`src/rtl/swhsr_pkg.sv`:
```
`timescale 1ns / 1ps
// ----------------------------------------------------------------------------
// swhsr_pkg
// Shared types, constants and helper functions of the single-wire humidity
// sensor reader.
// ----------------------------------------------------------------------------
package swhsr_pkg;

	localparam int CNT_W_DEF     = 16;
	localparam int CFG_IDX_W     = 2;
	localparam int CFG_DATA_W    = 16;
	localparam int IN_TDATA_W    = 8;
	localparam int OUT_TDATA_W   = 40;
	localparam int BITS_PER_BYTE = 8;
	localparam int FRAME_BYTES   = 5;
	localparam int DIGIT_BASE    = 10;

	localparam logic [CFG_IDX_W-1:0] REG_START_LOW    = 2'd0;
	localparam logic [CFG_IDX_W-1:0] REG_RESP_DELAY   = 2'd1;
	localparam logic [CFG_IDX_W-1:0] REG_SAMPLE_DELAY = 2'd2;
	localparam logic [CFG_IDX_W-1:0] REG_TIMEOUT      = 2'd3;

	localparam logic [15:0] START_LOW_RST    = 16'd19000;
	localparam logic [7:0]  RESP_DELAY_RST   = 8'd40;
	localparam logic [7:0]  SAMPLE_DELAY_RST = 8'd30;
	localparam logic [15:0] TIMEOUT_RST      = 16'd254;

	typedef enum logic [2:0] {
		PH_IDLE      = 3'd0,
		PH_START_LOW = 3'd1,
		PH_RELEASE   = 3'd2,
		PH_RESP_LOW  = 3'd3,
		PH_RESP_HIGH = 3'd4,
		PH_BIT_RISE  = 3'd5,
		PH_BIT_DELAY = 3'd6,
		PH_BIT_FALL  = 3'd7
	} phase_t;

	typedef struct packed {
		logic [15:0] start_low;
		logic [7:0]  resp_delay;
		logic [7:0]  sample_delay;
		logic [15:0] timeout;
	} cfg_t;

	typedef struct packed {
		logic       drive_low;
		logic       busy;
		logic       done;
		logic       response_seen;
		logic       checksum_ok;
		logic [7:0] temp_int;
		logic [7:0] hum_int;
	} status_t;

	// Quotient by ten through a reciprocal multiply; exact for all byte values.
	function automatic logic [4:0] tens_of(input logic [7:0] v);
		logic [15:0] prod;
		begin
			prod = 16'(v) * 16'd205;
			tens_of = prod[15:11];
		end
	endfunction

	function automatic logic [3:0] ones_of(input logic [7:0] v);
		logic [7:0] back;
		logic [7:0] rem;
		begin
			back = 8'(tens_of(v) * 8'(DIGIT_BASE));
			rem = v - back;
			ones_of = rem[3:0];
		end
	endfunction

endpackage

```
`src/rtl/single_wire_humidity_sensor_reader.sv`:
```
`timescale 1ns / 1ps
// ----------------------------------------------------------------------------
// single_wire_humidity_sensor_reader
// Reads a one-wire temperature and humidity sensor, one input beat per tick.
//
// Channel    Direction  Beat contents
// s_axis     in         one tick: start request and sampled wire level
// m_axis     out        one status beat per input beat
// cfg        in         register writes, taken at once
//
// Each input beat yields its output beat in the cycle after acceptance.
// A new beat is taken every cycle; the sequencer state and the output
// register are the only storage on the path. The input side stalls only
// while an output beat is held and not taken. Reset clears the sequencer,
// the latched bytes and the registers to their defaults.
// ----------------------------------------------------------------------------
module single_wire_humidity_sensor_reader #(
	parameter int CNT_W = swhsr_pkg::CNT_W_DEF
) (
	input  logic                                clk,
	input  logic                                arst_n,
	input  logic                                s_axis_tvalid,
	output logic                                s_axis_tready,
	// start_read, pin_level, zero fill
	input  logic [swhsr_pkg::IN_TDATA_W-1:0]    s_axis_tdata,
	output logic                                m_axis_tvalid,
	input  logic                                m_axis_tready,
	// drive_low, busy_res, done_res, response_seen, checksum_ok, temp_tens,
	// temp_ones, hum_tens, hum_ones, temp_int, hum_int, zero fill
	output logic [swhsr_pkg::OUT_TDATA_W-1:0]   m_axis_tdata,
	input  logic                                cfg_we,
	input  logic [swhsr_pkg::CFG_IDX_W-1:0]     cfg_addr,
	input  logic [swhsr_pkg::CFG_DATA_W-1:0]    cfg_wdata
);
	import swhsr_pkg::*;

	cfg_t                   cfg_q;
	status_t                stat_d;
	logic                   accept;
	logic                   m_valid_q;
	logic [OUT_TDATA_W-1:0] m_data_q;
	logic [OUT_TDATA_W-1:0] pack;
	logic [4:0]             t_tens, h_tens;
	logic [3:0]             t_ones, h_ones;

	assign s_axis_tready = !m_valid_q || m_axis_tready;
	assign accept = s_axis_tvalid && s_axis_tready;
	assign m_axis_tvalid = m_valid_q;
	assign m_axis_tdata = m_data_q;

	always_ff @(posedge clk or negedge arst_n) begin
		if (!arst_n) begin
			cfg_q.start_low <= START_LOW_RST;
			cfg_q.resp_delay <= RESP_DELAY_RST;
			cfg_q.sample_delay <= SAMPLE_DELAY_RST;
			cfg_q.timeout <= TIMEOUT_RST;
		end else if (cfg_we) begin
			unique case (cfg_addr)
				REG_START_LOW:    cfg_q.start_low <= cfg_wdata;
				REG_RESP_DELAY:   cfg_q.resp_delay <= cfg_wdata[7:0];
				REG_SAMPLE_DELAY: cfg_q.sample_delay <= cfg_wdata[7:0];
				REG_TIMEOUT:      cfg_q.timeout <= cfg_wdata;
				default:          cfg_q <= cfg_q;
			endcase
		end
	end

	swhsr_core #(
		.CNT_W(CNT_W)
	) u_core (
		.clk(clk),
		.arst_n(arst_n),
		.en(accept),
		.start_read(s_axis_tdata[0]),
		.pin_level(s_axis_tdata[1]),
		.cfg(cfg_q),
		.stat_d(stat_d)
	);

	always_comb begin
		if (stat_d.response_seen) begin
			t_tens = tens_of(stat_d.temp_int);
			t_ones = ones_of(stat_d.temp_int);
			h_tens = tens_of(stat_d.hum_int);
			h_ones = ones_of(stat_d.hum_int);
		end else begin
			t_tens = '0;
			t_ones = '0;
			h_tens = '0;
			h_ones = '0;
		end
		pack = {1'b0, stat_d.hum_int, stat_d.temp_int, h_ones, h_tens, t_ones, t_tens,
			stat_d.checksum_ok, stat_d.response_seen, stat_d.done, stat_d.busy,
			stat_d.drive_low};
	end

	always_ff @(posedge clk or negedge arst_n) begin
		if (!arst_n) begin
			m_valid_q <= 1'b0;
		end else if (accept) begin
			m_valid_q <= 1'b1;
		end else if (m_axis_tready) begin
			m_valid_q <= 1'b0;
		end
	end

	always_ff @(posedge clk) begin
		if (accept) begin
			m_data_q <= pack;
		end
	end

endmodule

```
`src/rtl/swhsr_core.sv`:
```
`timescale 1ns / 1ps
// ----------------------------------------------------------------------------
// swhsr_core
// Sensor sequencer: start pulse, response check, bit timing and frame
// checksum. Advances one tick per enabled cycle and presents the next status.
// ----------------------------------------------------------------------------
module swhsr_core #(
	parameter int CNT_W = swhsr_pkg::CNT_W_DEF
) (
	input  logic              clk,
	input  logic              arst_n,
	input  logic              en,
	input  logic              start_read,
	input  logic              pin_level,
	input  swhsr_pkg::cfg_t   cfg,
	output swhsr_pkg::status_t stat_d
);
	import swhsr_pkg::*;

	localparam int CMP_W = (CNT_W > 16) ? CNT_W : 16;
	localparam logic [CNT_W-1:0] CNT_MAX = '1;

	phase_t           phase_q, phase_d;
	logic [CNT_W-1:0] tick_q, tick_d, tick_inc;
	logic [2:0]       bit_q, bit_d;
	logic [2:0]       byte_q, byte_d;
	logic [7:0]       shift_q, shift_d;
	logic [7:0]       frame_q [4];
	logic [7:0]       frame_d [4];
	logic [7:0]       latch_q [4];
	logic [7:0]       latch_d [4];
	logic             sample_q, sample_d;
	logic [1:0]       flags_q, flags_d;
	logic [15:0]      lim;
	logic             reached;
	logic             do_byte;
	logic [7:0]       byte_val;
	logic [9:0]       sum_w;
	logic             done;

	always_comb begin
		unique case (phase_q)
			PH_START_LOW: lim = cfg.start_low;
			PH_RELEASE:   lim = 16'(cfg.resp_delay);
			PH_BIT_DELAY: lim = 16'(cfg.sample_delay);
			default:      lim = cfg.timeout;
		endcase
		tick_inc = (tick_q == CNT_MAX) ? tick_q : tick_q + 1'b1;
		reached = (CMP_W'(tick_inc) >= CMP_W'(lim)) || (tick_inc == CNT_MAX);
		sum_w = 10'(frame_q[0]) + 10'(frame_q[1]) + 10'(frame_q[2]) + 10'(frame_q[3]);
	end

	always_comb begin
		phase_d = phase_q;
		tick_d = tick_q;
		bit_d = bit_q;
		byte_d = byte_q;
		shift_d = shift_q;
		frame_d = frame_q;
		latch_d = latch_q;
		sample_d = sample_q;
		flags_d = flags_q;
		done = 1'b0;
		do_byte = 1'b0;
		byte_val = shift_q;

		unique case (phase_q)
			PH_IDLE: begin
				if (start_read) begin
					phase_d = PH_START_LOW;
					tick_d = '0;
				end
			end
			PH_START_LOW: begin
				tick_d = tick_inc;
				if (reached) begin
					phase_d = PH_RELEASE;
					tick_d = '0;
				end
			end
			PH_RELEASE: begin
				tick_d = tick_inc;
				if (reached) begin
					tick_d = '0;
					if (!pin_level) begin
						phase_d = PH_RESP_LOW;
					end else begin
						flags_d = 2'b00;
						phase_d = PH_IDLE;
						done = 1'b1;
					end
				end
			end
			PH_RESP_LOW: begin
				if (pin_level) begin
					phase_d = PH_RESP_HIGH;
					tick_d = '0;
				end else begin
					tick_d = tick_inc;
					if (reached) begin
						phase_d = PH_RESP_HIGH;
						tick_d = '0;
					end
				end
			end
			PH_RESP_HIGH: begin
				if (!pin_level || reached) begin
					phase_d = PH_BIT_RISE;
					tick_d = '0;
					bit_d = '0;
					byte_d = '0;
				end else begin
					tick_d = tick_inc;
				end
			end
			PH_BIT_RISE: begin
				if (pin_level || reached) begin
					phase_d = PH_BIT_DELAY;
					tick_d = '0;
				end else begin
					tick_d = tick_inc;
				end
			end
			PH_BIT_DELAY: begin
				tick_d = tick_inc;
				if (reached) begin
					sample_d = pin_level;
					phase_d = PH_BIT_FALL;
					tick_d = '0;
				end
			end
			PH_BIT_FALL: begin
				if (!pin_level) begin
					byte_val = {shift_q[6:0], sample_q};
					shift_d = byte_val;
					if (bit_q == 3'(BITS_PER_BYTE - 1)) begin
						do_byte = 1'b1;
					end else begin
						bit_d = bit_q + 1'b1;
						phase_d = PH_BIT_RISE;
						tick_d = '0;
					end
				end else begin
					tick_d = tick_inc;
					if (reached) begin
						do_byte = 1'b1;
					end
				end
			end
			default: begin
				phase_d = PH_IDLE;
				tick_d = '0;
			end
		endcase

		if (do_byte) begin
			if (byte_q < 3'(FRAME_BYTES - 1)) begin
				frame_d[byte_q[1:0]] = byte_val;
			end
			bit_d = '0;
			tick_d = '0;
			if (byte_q >= 3'(FRAME_BYTES - 1)) begin
				byte_d = '0;
				if (sum_w[7:0] == byte_val) begin
					latch_d = frame_q;
					flags_d = 2'b11;
				end else begin
					flags_d = 2'b01;
				end
				phase_d = PH_IDLE;
				done = 1'b1;
			end else begin
				byte_d = byte_q + 1'b1;
				phase_d = PH_BIT_RISE;
			end
		end
	end

	always_comb begin
		stat_d.drive_low = (phase_d == PH_START_LOW);
		stat_d.busy = (phase_d != PH_IDLE);
		stat_d.done = done;
		stat_d.response_seen = flags_d[0];
		stat_d.checksum_ok = flags_d[1];
		stat_d.temp_int = latch_d[2];
		stat_d.hum_int = latch_d[0];
	end

	always_ff @(posedge clk or negedge arst_n) begin
		if (!arst_n) begin
			phase_q <= PH_IDLE;
			tick_q <= '0;
			bit_q <= '0;
			byte_q <= '0;
			shift_q <= '0;
			frame_q <= '{default: '0};
			latch_q <= '{default: '0};
			sample_q <= 1'b0;
			flags_q <= 2'b00;
		end else if (en) begin
			phase_q <= phase_d;
			tick_q <= tick_d;
			bit_q <= bit_d;
			byte_q <= byte_d;
			shift_q <= shift_d;
			frame_q <= frame_d;
			latch_q <= latch_d;
			sample_q <= sample_d;
			flags_q <= flags_d;
		end
	end

endmodule

```
`config.mk`:
```
export PLATFORM = sky130hd
export DESIGN_NAME = single_wire_humidity_sensor_reader
export DESIGN_NICKNAME = d
export VERILOG_FILES = /design/src/rtl/swhsr_pkg.sv /design/src/rtl/single_wire_humidity_sensor_reader.sv /design/src/rtl/swhsr_core.sv
export SDC_FILE = /design/constraint.sdc
export NUM_CORES = 1
export LEC_CHECK = 0
export BUFFER_PORTS_ARGS = -buffer_cell sky130_fd_sc_hd__buf_2
export CAP_MARGIN = 20
export CELL_PAD_IN_SITES_DETAIL_PLACEMENT = 1
export CELL_PAD_IN_SITES_GLOBAL_PLACEMENT = 1
export CORE_MARGIN = 10
export CORE_UTILIZATION = 35
export CTS_CLUSTER_SIZE = 8
export DETAILED_ROUTE_END_ITERATION = 8
export PLACE_DENSITY_LB_ADDON = 0.1
export SLEW_MARGIN = 20
export SYNTH_ARGS = -nofsm -noshare
export SYNTH_HDL_FRONTEND = slang
export SYNTH_HIERARCHICAL = 1
export SYNTH_SLANG_ARGS = --single-unit
```
`constraint.sdc`:
```
create_clock -name clk -period 11.95 [get_ports clk]
set_input_delay 1.7925 -clock clk [delete_from_list [all_inputs] [get_ports clk]]
set_output_delay 1.7925 -clock clk [all_outputs]
set_load 0.02 [all_outputs]
```
==> run metrics, run 1 <==
status=completed; first-pass GRT wire length=45300 µm; RSZ-0062 raised after global routing=false; WL final=27300 µm; Seq pwr share=42.4%; Filler cells=3394; Mapped Cells=940; cts bufs inserted=17; Worst-path clk slew=0.07 ns; skew final=0.00860 ns; Hold WS=0.489 ns; Mean Syn Cell Area=11.9 µm²; Sequential cell area=4520 µm²; CTS resizes=0; CTS tree=yes; met2 Resource Use GR=23.8%; fraction of layout cells with a size suffix above 1=26.8%; drc violations=0; fin crit period=9.60 ns; Critical Path Max Stage Delay=0.53 ns; Final Max Tran Viols=0; wire length per cell=19.4 µm; ys async rst share=77.3%; cell row count=65; Max transition margin=34.5%; First-pass DRT Iterations=4; WP data required=12.15 ns; Setup Fix Bufs, Post-CTS=0; GRT Total Usage=14.7%; cell mode on critical path=ha_1; post-DP HPWL=20200 µm; Post-Syn Area=11200 µm²; Critical Path Fanout Max=17; # diodes=0; Max Cap Viol=0; M3 GR Usage=3.68%; Yosys top cell area share=25.6%; htree depth=4; Die H=199 µm; Net Sw Power=0.503 mW; vias in the first global route=8020; Power Dens Cells=134 nW/µm²; flop-to-flop setup slack=2.35 ns; initial antenna violation count=0; Synth Register Bits=172; Internal Power=1.17 mW; clk_lat worst skew=0.44 ns; Setup crit end kind=flip-flop; setup TNS=0 ns; Worst-Margin Slew=0.980 ns; Leakage=6.16 nW; vias per cell=5.19; most common cell in the netlist=ha_1; kind of critical path=flip-flop to flip-flop; GRT busiest layer=met2; startpoint class of the critical path=flip-flop; Clock power frac=37.5%; switching share of power=30.1%; Core Area=31500 µm²; Netlist cell types=89; I/O Buffers=65; clock buffer depth=2; met1 usage=19.2%; routability cong.=0.809; DIE AREA=39400 µm²; VDD IR-drop max=0.114 mV; final setup violation count=0; Ys Warns=6; Post-Syn Nets=1128; Multi-input gate area=6270 µm²; Post-synth EDFFs=39; gr ovfl total=0; Top FF cell, synth=dfrtp_1; Initial Utilization=35.4%; initial DRC count=295; Post-synth top cells=ha_1 (121), dfrtp_1 (114), mux2_2 (113), nand2_1 (56), nor2_1 (52); Final period util=80.3%; Ports=73; via count=7323; final hold violations=0; crit path DAT=9.79 ns; Gate power share=20.0%; Hold Crit Class=flip-flop to flip-flop; die width=199 µm; largest net degree at the start of global routing=74; synth top area cells=dfrtp_1 (26%), ha_1 (14%), mux2_2 (11%); Post-CTS Hold Fix Bufs=0; Layout area overhead=12.1%; CTS Sinks=172; Final ANT Viol Nets=0; nets@finish=1184; dominant cell type by area after synthesis=dfrtp_1; root buffer cell=clkbuf_16; Critical-path top delay cell=fa_1; Peak Freq=104 MHz; sequential area share after synthesis=40.5%
==> power groups by stage <==
stage                     Clock [mW]  Combinational, mW  Sequential (mW)
after floorplan                    0              0.238            0.711
after global placement             0              0.336            0.718
after detailed placement           0              0.341            0.720
after CTS                      0.647              0.343            0.709
after global routing           0.670              0.378            0.718
final                          0.626              0.335            0.709
==> cell usage in the layout, fill, tap and decap left out, types with 10 or more instances in the layout <==
cell type,Yosys,layout
nor2_1,52,52
dfrtp_1,114,114
a31oi_1,10,10
a21oi_1,28,28
fa_1,36,36
nand4_1,16,16
a21o_1,12,12
a22o_1,12,12
inv_1,43,43
xor2_1,12,12
mux2_2,113,113
nand3_1,19,19
nand2_1,56,56
and3_1,11,11
xnor2_1,30,30
ha_1,121,121
mux2_1,11,11
clkbuf_16,0,17
o21ai_0,16,16
buf_2,8,64
and2_1,15,14
dfstp_2,19,19
edfxtp_1,39,39
==> area by class of cell <==
| type | instances | area share [%] |
|---|---|---|
| repair buffers | 72 | 3.07 |
| flip-flops and latches | 172 | 36.2 |
| well taps | 402 | 4.02 |
| clock inverters | 13 | 1.59 |
| inverters | 45 | 1.35 |
| clock buffers | 19 | 3.62 |
| multi-input cells | 688 | 50.2 |
==> per-layer routing <==
| layer | up-vias | wire, µm | share of wire [%] |
|---|---|---|---|
| li1 | 3518 | - | - |
| met1 | 3722 | 13000 | 47 |
| met2 | 71 | 13000 | 48 |
| met3 | 12 | 1130 | 4.1 |
| met4 | 0 | 246 | 0.90 |
| met5 | - | 0 | 0 |
==> sequential cells by signal (all words and copies together), names as in the netlist <==
name	flops
u_core/tick_q	16
u_core/bit_q	3
u_core/shift_q	8
u_core/sample_q	1
m_axis_tdata	39
u_core/byte_q	3
u_core/latch_q	16
cfg_q	48
u_core/flags_q	2
u_core/frame_q	32
u_core/phase_q	3
m_axis_tvalid	1
==> critical path: cells and delay by family, from the launching register on <==
family          cells  cell delay, ns
buf+inv             2            0.10
xor+xnor            6            1.13
fa+ha+maj           9            3.27
simple gates        8            2.19
flops               1            0.48
compound gates      7            1.71
mux                 1            0.48
==> cells by family after synthesis <==
logic type	synth area share (%)
flops	40.5
other cells	0.0336
compound gates	8.92
buf+inv	3.21
mux	13.3
xor+xnor	3.65
simple gates	10.3
fa+ha+maj	20.0
==> per-stage QoR <==
step	area (µm²)	util (%)	total power, mW	std cells	setup WS (ns)
detailed placement	11900	37.7	1.06	1379	2.29
finish	12500	39.7	1.67	1411	2.35
CTS	12500	39.7	1.70	1411	2.26
floorplan	11200	-	0.949	940	3.63
global placement	11900	37.7	1.05	1379	2.39
global route	12500	39.7	1.77	1411	1.65
==> final timing paths <==
check                                 startpoint                 end  cells past startpoint
worst max-delay path            u_core/tick_q[0]    m_axis_tdata[13]                     33
worst min-delay path                   cfg_q[44]           cfg_q[44]                      1
worst max register to register  u_core/tick_q[0]    m_axis_tdata[13]                     33
worst min register to register         cfg_q[44]           cfg_q[44]                      1
max in group asynchronous                 arst_n  u_core/latch_q[13]                      2
min in group asynchronous                 arst_n       m_axis_tvalid                      1
Note: power is estimated with default switching activity, not from simulation.
==> run 2, diff against run 1 <==
--- a/config.mk
+++ b/config.mk
@@ -5,6 +5,7 @@
 export SDC_FILE = /design/constraint.sdc
 export NUM_CORES = 1
 export LEC_CHECK = 0
+export ABC_AREA = 1
 export BUFFER_PORTS_ARGS = -buffer_cell sky130_fd_sc_hd__buf_2
 export CAP_MARGIN = 20
 export CELL_PAD_IN_SITES_DETAIL_PLACEMENT = 1
==> constraint.sdc (replaced) <==
create_clock -name clk -period 8.1 [get_ports clk]
set_input_delay 1.215 -clock clk [delete_from_list [all_inputs] [get_ports clk]]
set_output_delay 1.215 -clock clk [all_outputs]
set_load 0.02 [all_outputs]
==> run 2 against run 1 <==
Setup slack lost 2.0 ns; maximum frequency increased by 24%; first-iteration DRC count up 47%; flip-flop and latch count is the same; combinational power increased by 140%; clock-buffer cell count increased by 4; sequential share of layout area fell by 1.8 points; routed wire length rose by 12%; largest power group unchanged.
==> run metrics, run 2 <==
Post-Syn Area=11400 µm² (+1.9%); sequential area share after synthesis=39.8% (-0.75 points); status=completed; ys async rst share=77.3% (unchanged); DIE AREA=40100 µm² (+1.7%); Max Cap Viol=0 (unchanged); First-pass DRT Iterations=4 (unchanged); Yosys top cell area share=25.1% (-0.48 points); wire length per cell=16.4 µm (-15%); Critical-path top delay cell=fa_1; I/O Buffers=65 (unchanged); Internal Power=1.77 mW (+52%); Mean Syn Cell Area=8.57 µm² (-28%); vias per cell=4.81 (-7.3%); FF-to-FF Start=u_core/frame_q[1]; crit path DAT=7.93 ns (-1.86 ns); Overall Power=2.75 mW (+65%); cell row count=65 (unchanged); Initial Utilization=35.7% (+0.30 points); gr ovfl total=0 (unchanged); fraction of layout cells with a size suffix above 1=16.1% (-11 points); Setup crit end kind=flip-flop; startpoint class of the critical path=flip-flop; nets@finish=1600 (+35%); max FFs per register=48 (unchanged); Worst-Margin Slew=0.862 ns (-0.118 ns); Max transition margin=42.5% (+8.0 points); Peak Freq=129 MHz (+24%); CTS Sinks=172 (unchanged); final hold violations=0 (unchanged); Ports=73 (unchanged); fin crit period=7.73 ns (-1.87 ns); Core Area=31800 µm² (+1.0%); Post-synth top cells=nand2_1 (372), inv_1 (173), ha_1 (121), dfrtp_1 (114), o21ai_0 (106); clock buffer depth=2 (unchanged); Final Max Tran Viols=0 (unchanged); GRT Total Usage=15.5% (+0.84 points); Gate power share=29.6% (+9.6 points); CTS tree=yes; switching share of power=35.6% (+5.5 points); drc violations=0 (unchanged); Clock power frac=31.5% (-6.0 points); WP data required=8.30 ns (-3.85 ns); Critical Path Fanout Max=12 (-5); htree depth=4 (unchanged); Seq pwr share=39.0% (-3.4 points); post-DP HPWL=22900 µm (+13%); Net Sw Power=0.980 mW (+95%); crit path to=m_axis_tdata[13]; Hold Crit Class=flip-flop to flip-flop; via count=8952 (+22%); routability cong.=0.816 (+0.80%); final setup violation count=0 (unchanged); largest net degree at the start of global routing=73 (-1.4%); initial DRC count=433 (+47%); Synth Register Bits=172 (unchanged); vias in the first global route=9350 (+17%); Post-Syn Nets=1515 (+34%); Final ANT Viol Nets=0 (unchanged); root buffer cell=clkbuf_16; Post-CTS Hold Fix Bufs=0 (unchanged); Filler cells=3749 (+10%); dominant cell type by area after synthesis=dfrtp_1; Leakage=6.85 nW (+11%); VDD IR-drop max=0.145 mV (+27%); die width=200 µm (+0.85%); synth top area cells=dfrtp_1 (25%), ha_1 (13%), nand2_1 (12%); Critical path origin=u_core/frame_q[1]; Mapped Cells=1327 (+41%); Die H=200 µm (+0.85%); Worst-path clk slew=0.08 ns (about the same); clk_lat worst skew=0.45 ns (about the same); final worst-path setup slack=0.366 ns (-1.98 ns); Critical Path Max Stage Delay=0.57 ns (+0.04 ns); kind of critical path=flip-flop to flip-flop; first-pass GRT wire length=50600 µm (+12%); # diodes=0 (unchanged); FF-to-FF End=m_axis_tdata[13]; Netlist cell types=47 (-47%); most frequent cells in the layout=nand2_1 (371), inv_1 (172), ha_1 (117); skew final=0.0153 ns (+0.00668 ns); Final period util=95.5% (+15 points); R2R cell count=39 (+18%); WL final=30500 µm (+12%); Layout area overhead=15.8%; Top FF cell, synth=dfrtp_1; flop-to-flop setup slack=0.37 ns (-1.98 ns); Largest Register=cfg_q; most common cell after layout, fill and taps aside=nand2_1; Post-synth EDFFs=39 (unchanged); initial antenna violation count=0 (unchanged); cell mode on critical path=nand2_1; cts bufs inserted=17 (unchanged); dpl ws=0.118 ns (-2.18 ns); most common cell in the netlist=nand2_1; Ys Warns=6 (unchanged); Power Dens Cells=209 nW/µm² (+57%)
run 2: final cells by class:
class	count	area [µm²]	area share (%)
inverter	178	669	5.09
clock inverter	9	92.6	0.703
timing repair buffer	99	598	4.54
tap	435	544	4.14
clock buffer	23	520	3.95
sequential	172	4520	34.4
multi-input combinational	944	6210	47.2
run 2: what timing repair did:
action | 4_1_cts | 5_1_grt
buffers inserted | 0 | 1
endpoints found under the setup margin | 0 | 3
gates resized for setup | 0 | 45
run 2: power groups by stage:
stage               Clock (mW)  Combinational (mW)  Sequential [mW]
floorplan                    0               0.524             1.08
global placement             0               0.776             1.08
finish                   0.867               0.814             1.07
CTS                      0.900               0.799             1.07
detailed placement           0               0.793             1.09
global route             0.935               0.933             1.09
run 2: logic make-up after synthesis:
logic type | synth area share [%]
compound gates | 10.5
xor+xnor | 2.31
fa+ha+maj | 19.7
buf+inv | 7.43
flops | 39.8
mux | 0.0991
other cells | 0.0330
simple gates | 20.2
run 2: worst min path at each step:
stage                                  start                 end  slack, ns  cells after the start
after floorplan                    cfg_q[11]           cfg_q[11]       0.45                      2
after CTS                 u_core/latch_q[28]  u_core/latch_q[28]       0.49                      2
after global routing               cfg_q[24]           cfg_q[24]       0.52                      2
final                     u_core/latch_q[29]  u_core/latch_q[29]       0.48                      2
after detailed placement  u_core/latch_q[26]  u_core/latch_q[26]       0.47                      2
after global placement             cfg_q[13]           cfg_q[13]       0.46                      2
run 2: routing by layer:
layer | wire length (µm) | vias up | global-route usage, %
met5 | 0 | - | 0
met4 | 223 | 0 | 3.27
met3 | 676 | 11 | 2.77
met2 | 13200 | 74 | 23.0
met1 | 16400 | 4381 | 22.9
li1 | - | 4486 | -
run 2: worst max-delay path: cells and delay by family (launching register included):
| kind | cells | cell delay, ns |
|---|---|---|
| buf+inv | 5 | 0.48 |
| simple gates | 19 | 1.89 |
| flops | 1 | 0.41 |
| xor+xnor | 1 | 0.16 |
| fa+ha+maj | 11 | 4.14 |
| compound gates | 3 | 0.37 |
run 2: through the flow:
| stage | cell area, µm² | cells | setup TNS (ns) | utilization [%] | hold WS, ns |
|---|---|---|---|---|---|
| 2_1_floorplan | 11400 | 1327 | 0 | - | 0.448 |
| 3_3_place_gp | 12300 | 1827 | 0 | 38.8 | 0.460 |
| 3_5_place_dp | 12300 | 1827 | 0 | 38.8 | 0.468 |
| 4_1_cts | 12900 | 1859 | 0 | 40.7 | 0.486 |
| 5_1_grt | 13200 | 1860 | -0.0721 | 41.4 | 0.517 |
| 6_report | 13200 | 1860 | 0 | 41.4 | 0.480 |
==> run 3, diff against run 2 <==
--- a/config.mk
+++ b/config.mk
@@ -11,7 +11,7 @@
 export CELL_PAD_IN_SITES_DETAIL_PLACEMENT = 1
 export CELL_PAD_IN_SITES_GLOBAL_PLACEMENT = 1
 export CORE_MARGIN = 10
-export CORE_UTILIZATION = 35
+export CORE_UTILIZATION = 43
 export CTS_CLUSTER_SIZE = 8
 export DETAILED_ROUTE_END_ITERATION = 8
 export PLACE_DENSITY_LB_ADDON = 0.1
==> run 3 against run 2 <==
Critical path depth shrank 1; via count grew 2.6%; final cell count shrank 5.0%; largest cell class unchanged.
==> run metrics, run 3 (same netlist as run 2, synthesis figures left out) <==
Seq pwr share=38.8% (-0.2 points); nets@finish=1607 (+0.44%); Net Sw Power=1.04 mW (+6.5%); routability cong.=0.812 (-0.47%); Placement Cell Area=12200 µm² (-1.1%); most common cell after layout, fill and taps aside=nand2_1; skew final=0.0180 ns (+0.00275 ns); largest net degree at the start of global routing=74 (+1.4%); WL final=30700 µm (+0.58%); initial antenna violation count=0 (unchanged); Max Cap Viol=0 (unchanged); Clock power frac=30.6% (-0.9 points); fin crit period=7.74 ns (+0.0102 ns); Critical-path top delay cell=fa_1; final worst-path setup slack=0.356 ns (-0.0102 ns); post-route core utilization=50.1% (+8.7 points); Worst-path clk slew=0.08 ns (about the same); fin cells=1767 (-5.0%); first-pass GRT wire length=50500 µm (-0.15%); Hold WS=0.484 ns (+0.00333 ns); final hold violations=0 (unchanged); Final period util=95.6% (+0.13 points); # diodes=0 (unchanged); Ports=73 (unchanged); clk_lat worst skew=0.44 ns (about the same); cts bufs inserted=17 (unchanged); Largest Register=cfg_q; Final ANT Viol Nets=0 (unchanged); Final Max Tran Viols=0 (unchanged); WP data required=8.30 ns (about the same); die width=183 µm (-8.8%); initial DRC count=472 (+9.0%); Critical Path Fanout Max=7 (-5); most frequent cells in the layout=nand2_1 (369), inv_1 (173), ha_1 (115); placed insts=1726 (-5.5%); Gate power share=30.6% (+1.0 points); setup TNS=0 ns (unchanged); Max transition margin=36.1% (-6.4 points); CTS tree=yes; DIE AREA=33300 µm² (-17%); final setup violation count=0 (unchanged); clock buffer depth=2 (unchanged); post-DP HPWL=22500 µm (-1.4%); Peak Freq=129 MHz (-0.13%); First-pass DRT Iterations=5 (+1); startpoint class of the critical path=flip-flop; drc violations=0 (unchanged); dpl ws=0.0340 ns (-0.0839 ns); Core Area=26100 µm² (-18%); via count=9182 (+2.6%); status=completed; I/O Buffers=65 (unchanged); CTS Sinks=172 (unchanged); Initial Utilization=43.6% (+7.9 points); design area=13100 µm² (-0.82%); max FFs per register=48 (unchanged); GRT Total Usage=18.6% (+3.1 points); cell row count=59 (-9.2%); Hold Crit Class=flip-flop to flip-flop; wire length per cell=17.4 µm (+5.9%); Power Dens Cells=211 nW/µm² (+0.63%); Leakage=6.87 nW (+0.25%); fraction of layout cells with a size suffix above 1=16.4% (+0.27 points); vias in the first global route=9660 (+3.3%); Overall Power=2.75 mW (-0.19%); VDD IR-drop max=0.167 mV (+15%); Die H=183 µm (-8.8%); root buffer cell=clkbuf_16; switching share of power=38.0% (+2.4 points); crit path DAT=7.94 ns (about the same); htree depth=4 (unchanged); Worst-Margin Slew=0.958 ns (+0.0962 ns); Internal Power=1.70 mW (-3.9%); Layout area overhead=14.9%; vias per cell=5.20 (+8.0%); Setup crit end kind=flip-flop; Critical Path Max Stage Delay=0.56 ns (about the same); gr ovfl total=0 (unchanged); Post-CTS Hold Fix Bufs=0 (unchanged); kind of critical path=flip-flop to flip-flop
[run 3: changes by cell type in the layout (fill, tap and decap cells not counted), moves of 3 or more]
cell / change
buf_4: +9
buf_6: -3
clkbuf_8: -3
clkinv_8: +5
inv_8: +3
nand2_2: +3
nor2_1: +3
[run 3: power by group through the flow]
stage / sequential [mW] / combinational (mW) / clock (mW)
floorplan: 1.08 / 0.524 / 0
global placement: 1.08 / 0.772 / 0
global route: 1.08 / 0.955 / 0.895
detailed placement: 1.08 / 0.799 / 0
CTS: 1.07 / 0.816 / 0.863
finish: 1.07 / 0.842 / 0.840
[run 3: layout make-up]
class,instances,area [µm²]
clock inverter,15,173
multi-input combinational,945,6210
timing repair buffer,105,632
inverter,178,673
tap,335,419
fill,3136,13000
clock buffer,17,425
sequential,172,4520
[run 3: timing repair]
action                                  CTS  global route
endpoints found under the setup margin    2             3
cloned                                    0             1
pin swaps                                 1            17
setup buffers                             0             8
gates resized for setup                   5            32
[run 3: path summary, 6_finish.rpt]
path                       slack (ns)  depth (start not counted)            endpoint               start
setup reg to reg                 0.36                         38    m_axis_tdata[13]   u_core/frame_q[9]
hold reg to reg                  0.48                          2  u_core/latch_q[12]  u_core/latch_q[12]
hold / removal                   0.48                          2  u_core/latch_q[12]  u_core/latch_q[12]
max in group asynchronous        5.96                          2   u_core/phase_q[0]              arst_n
setup / recovery                 0.36                         38    m_axis_tdata[13]   u_core/frame_q[9]
min in group asynchronous        0.73                          1   u_core/tick_q[13]              arst_n
[run 3: per-layer routing]
layer / vias up / GRT usage, % / wire [µm]
met2: 109 / 28.8 / 13900
met5: - / 0 / 0
met4: 0 / 3.71 / 221
met1: 4550 / 26.7 / 15600
met3: 14 / 3.03 / 961
li1: 4509 / - / -
[run 3: critical path: cells and delay by family, from the launching register on]
family                     cells  cell delay (ns)
xor gates and xnor gates       2             0.34
buffers and inverters          4             0.32
and+or+nand+nor               17             1.75
AOI/OAI and AO/OA              4             0.56
adders and majority gates     11             4.11
DFF                            1             0.43
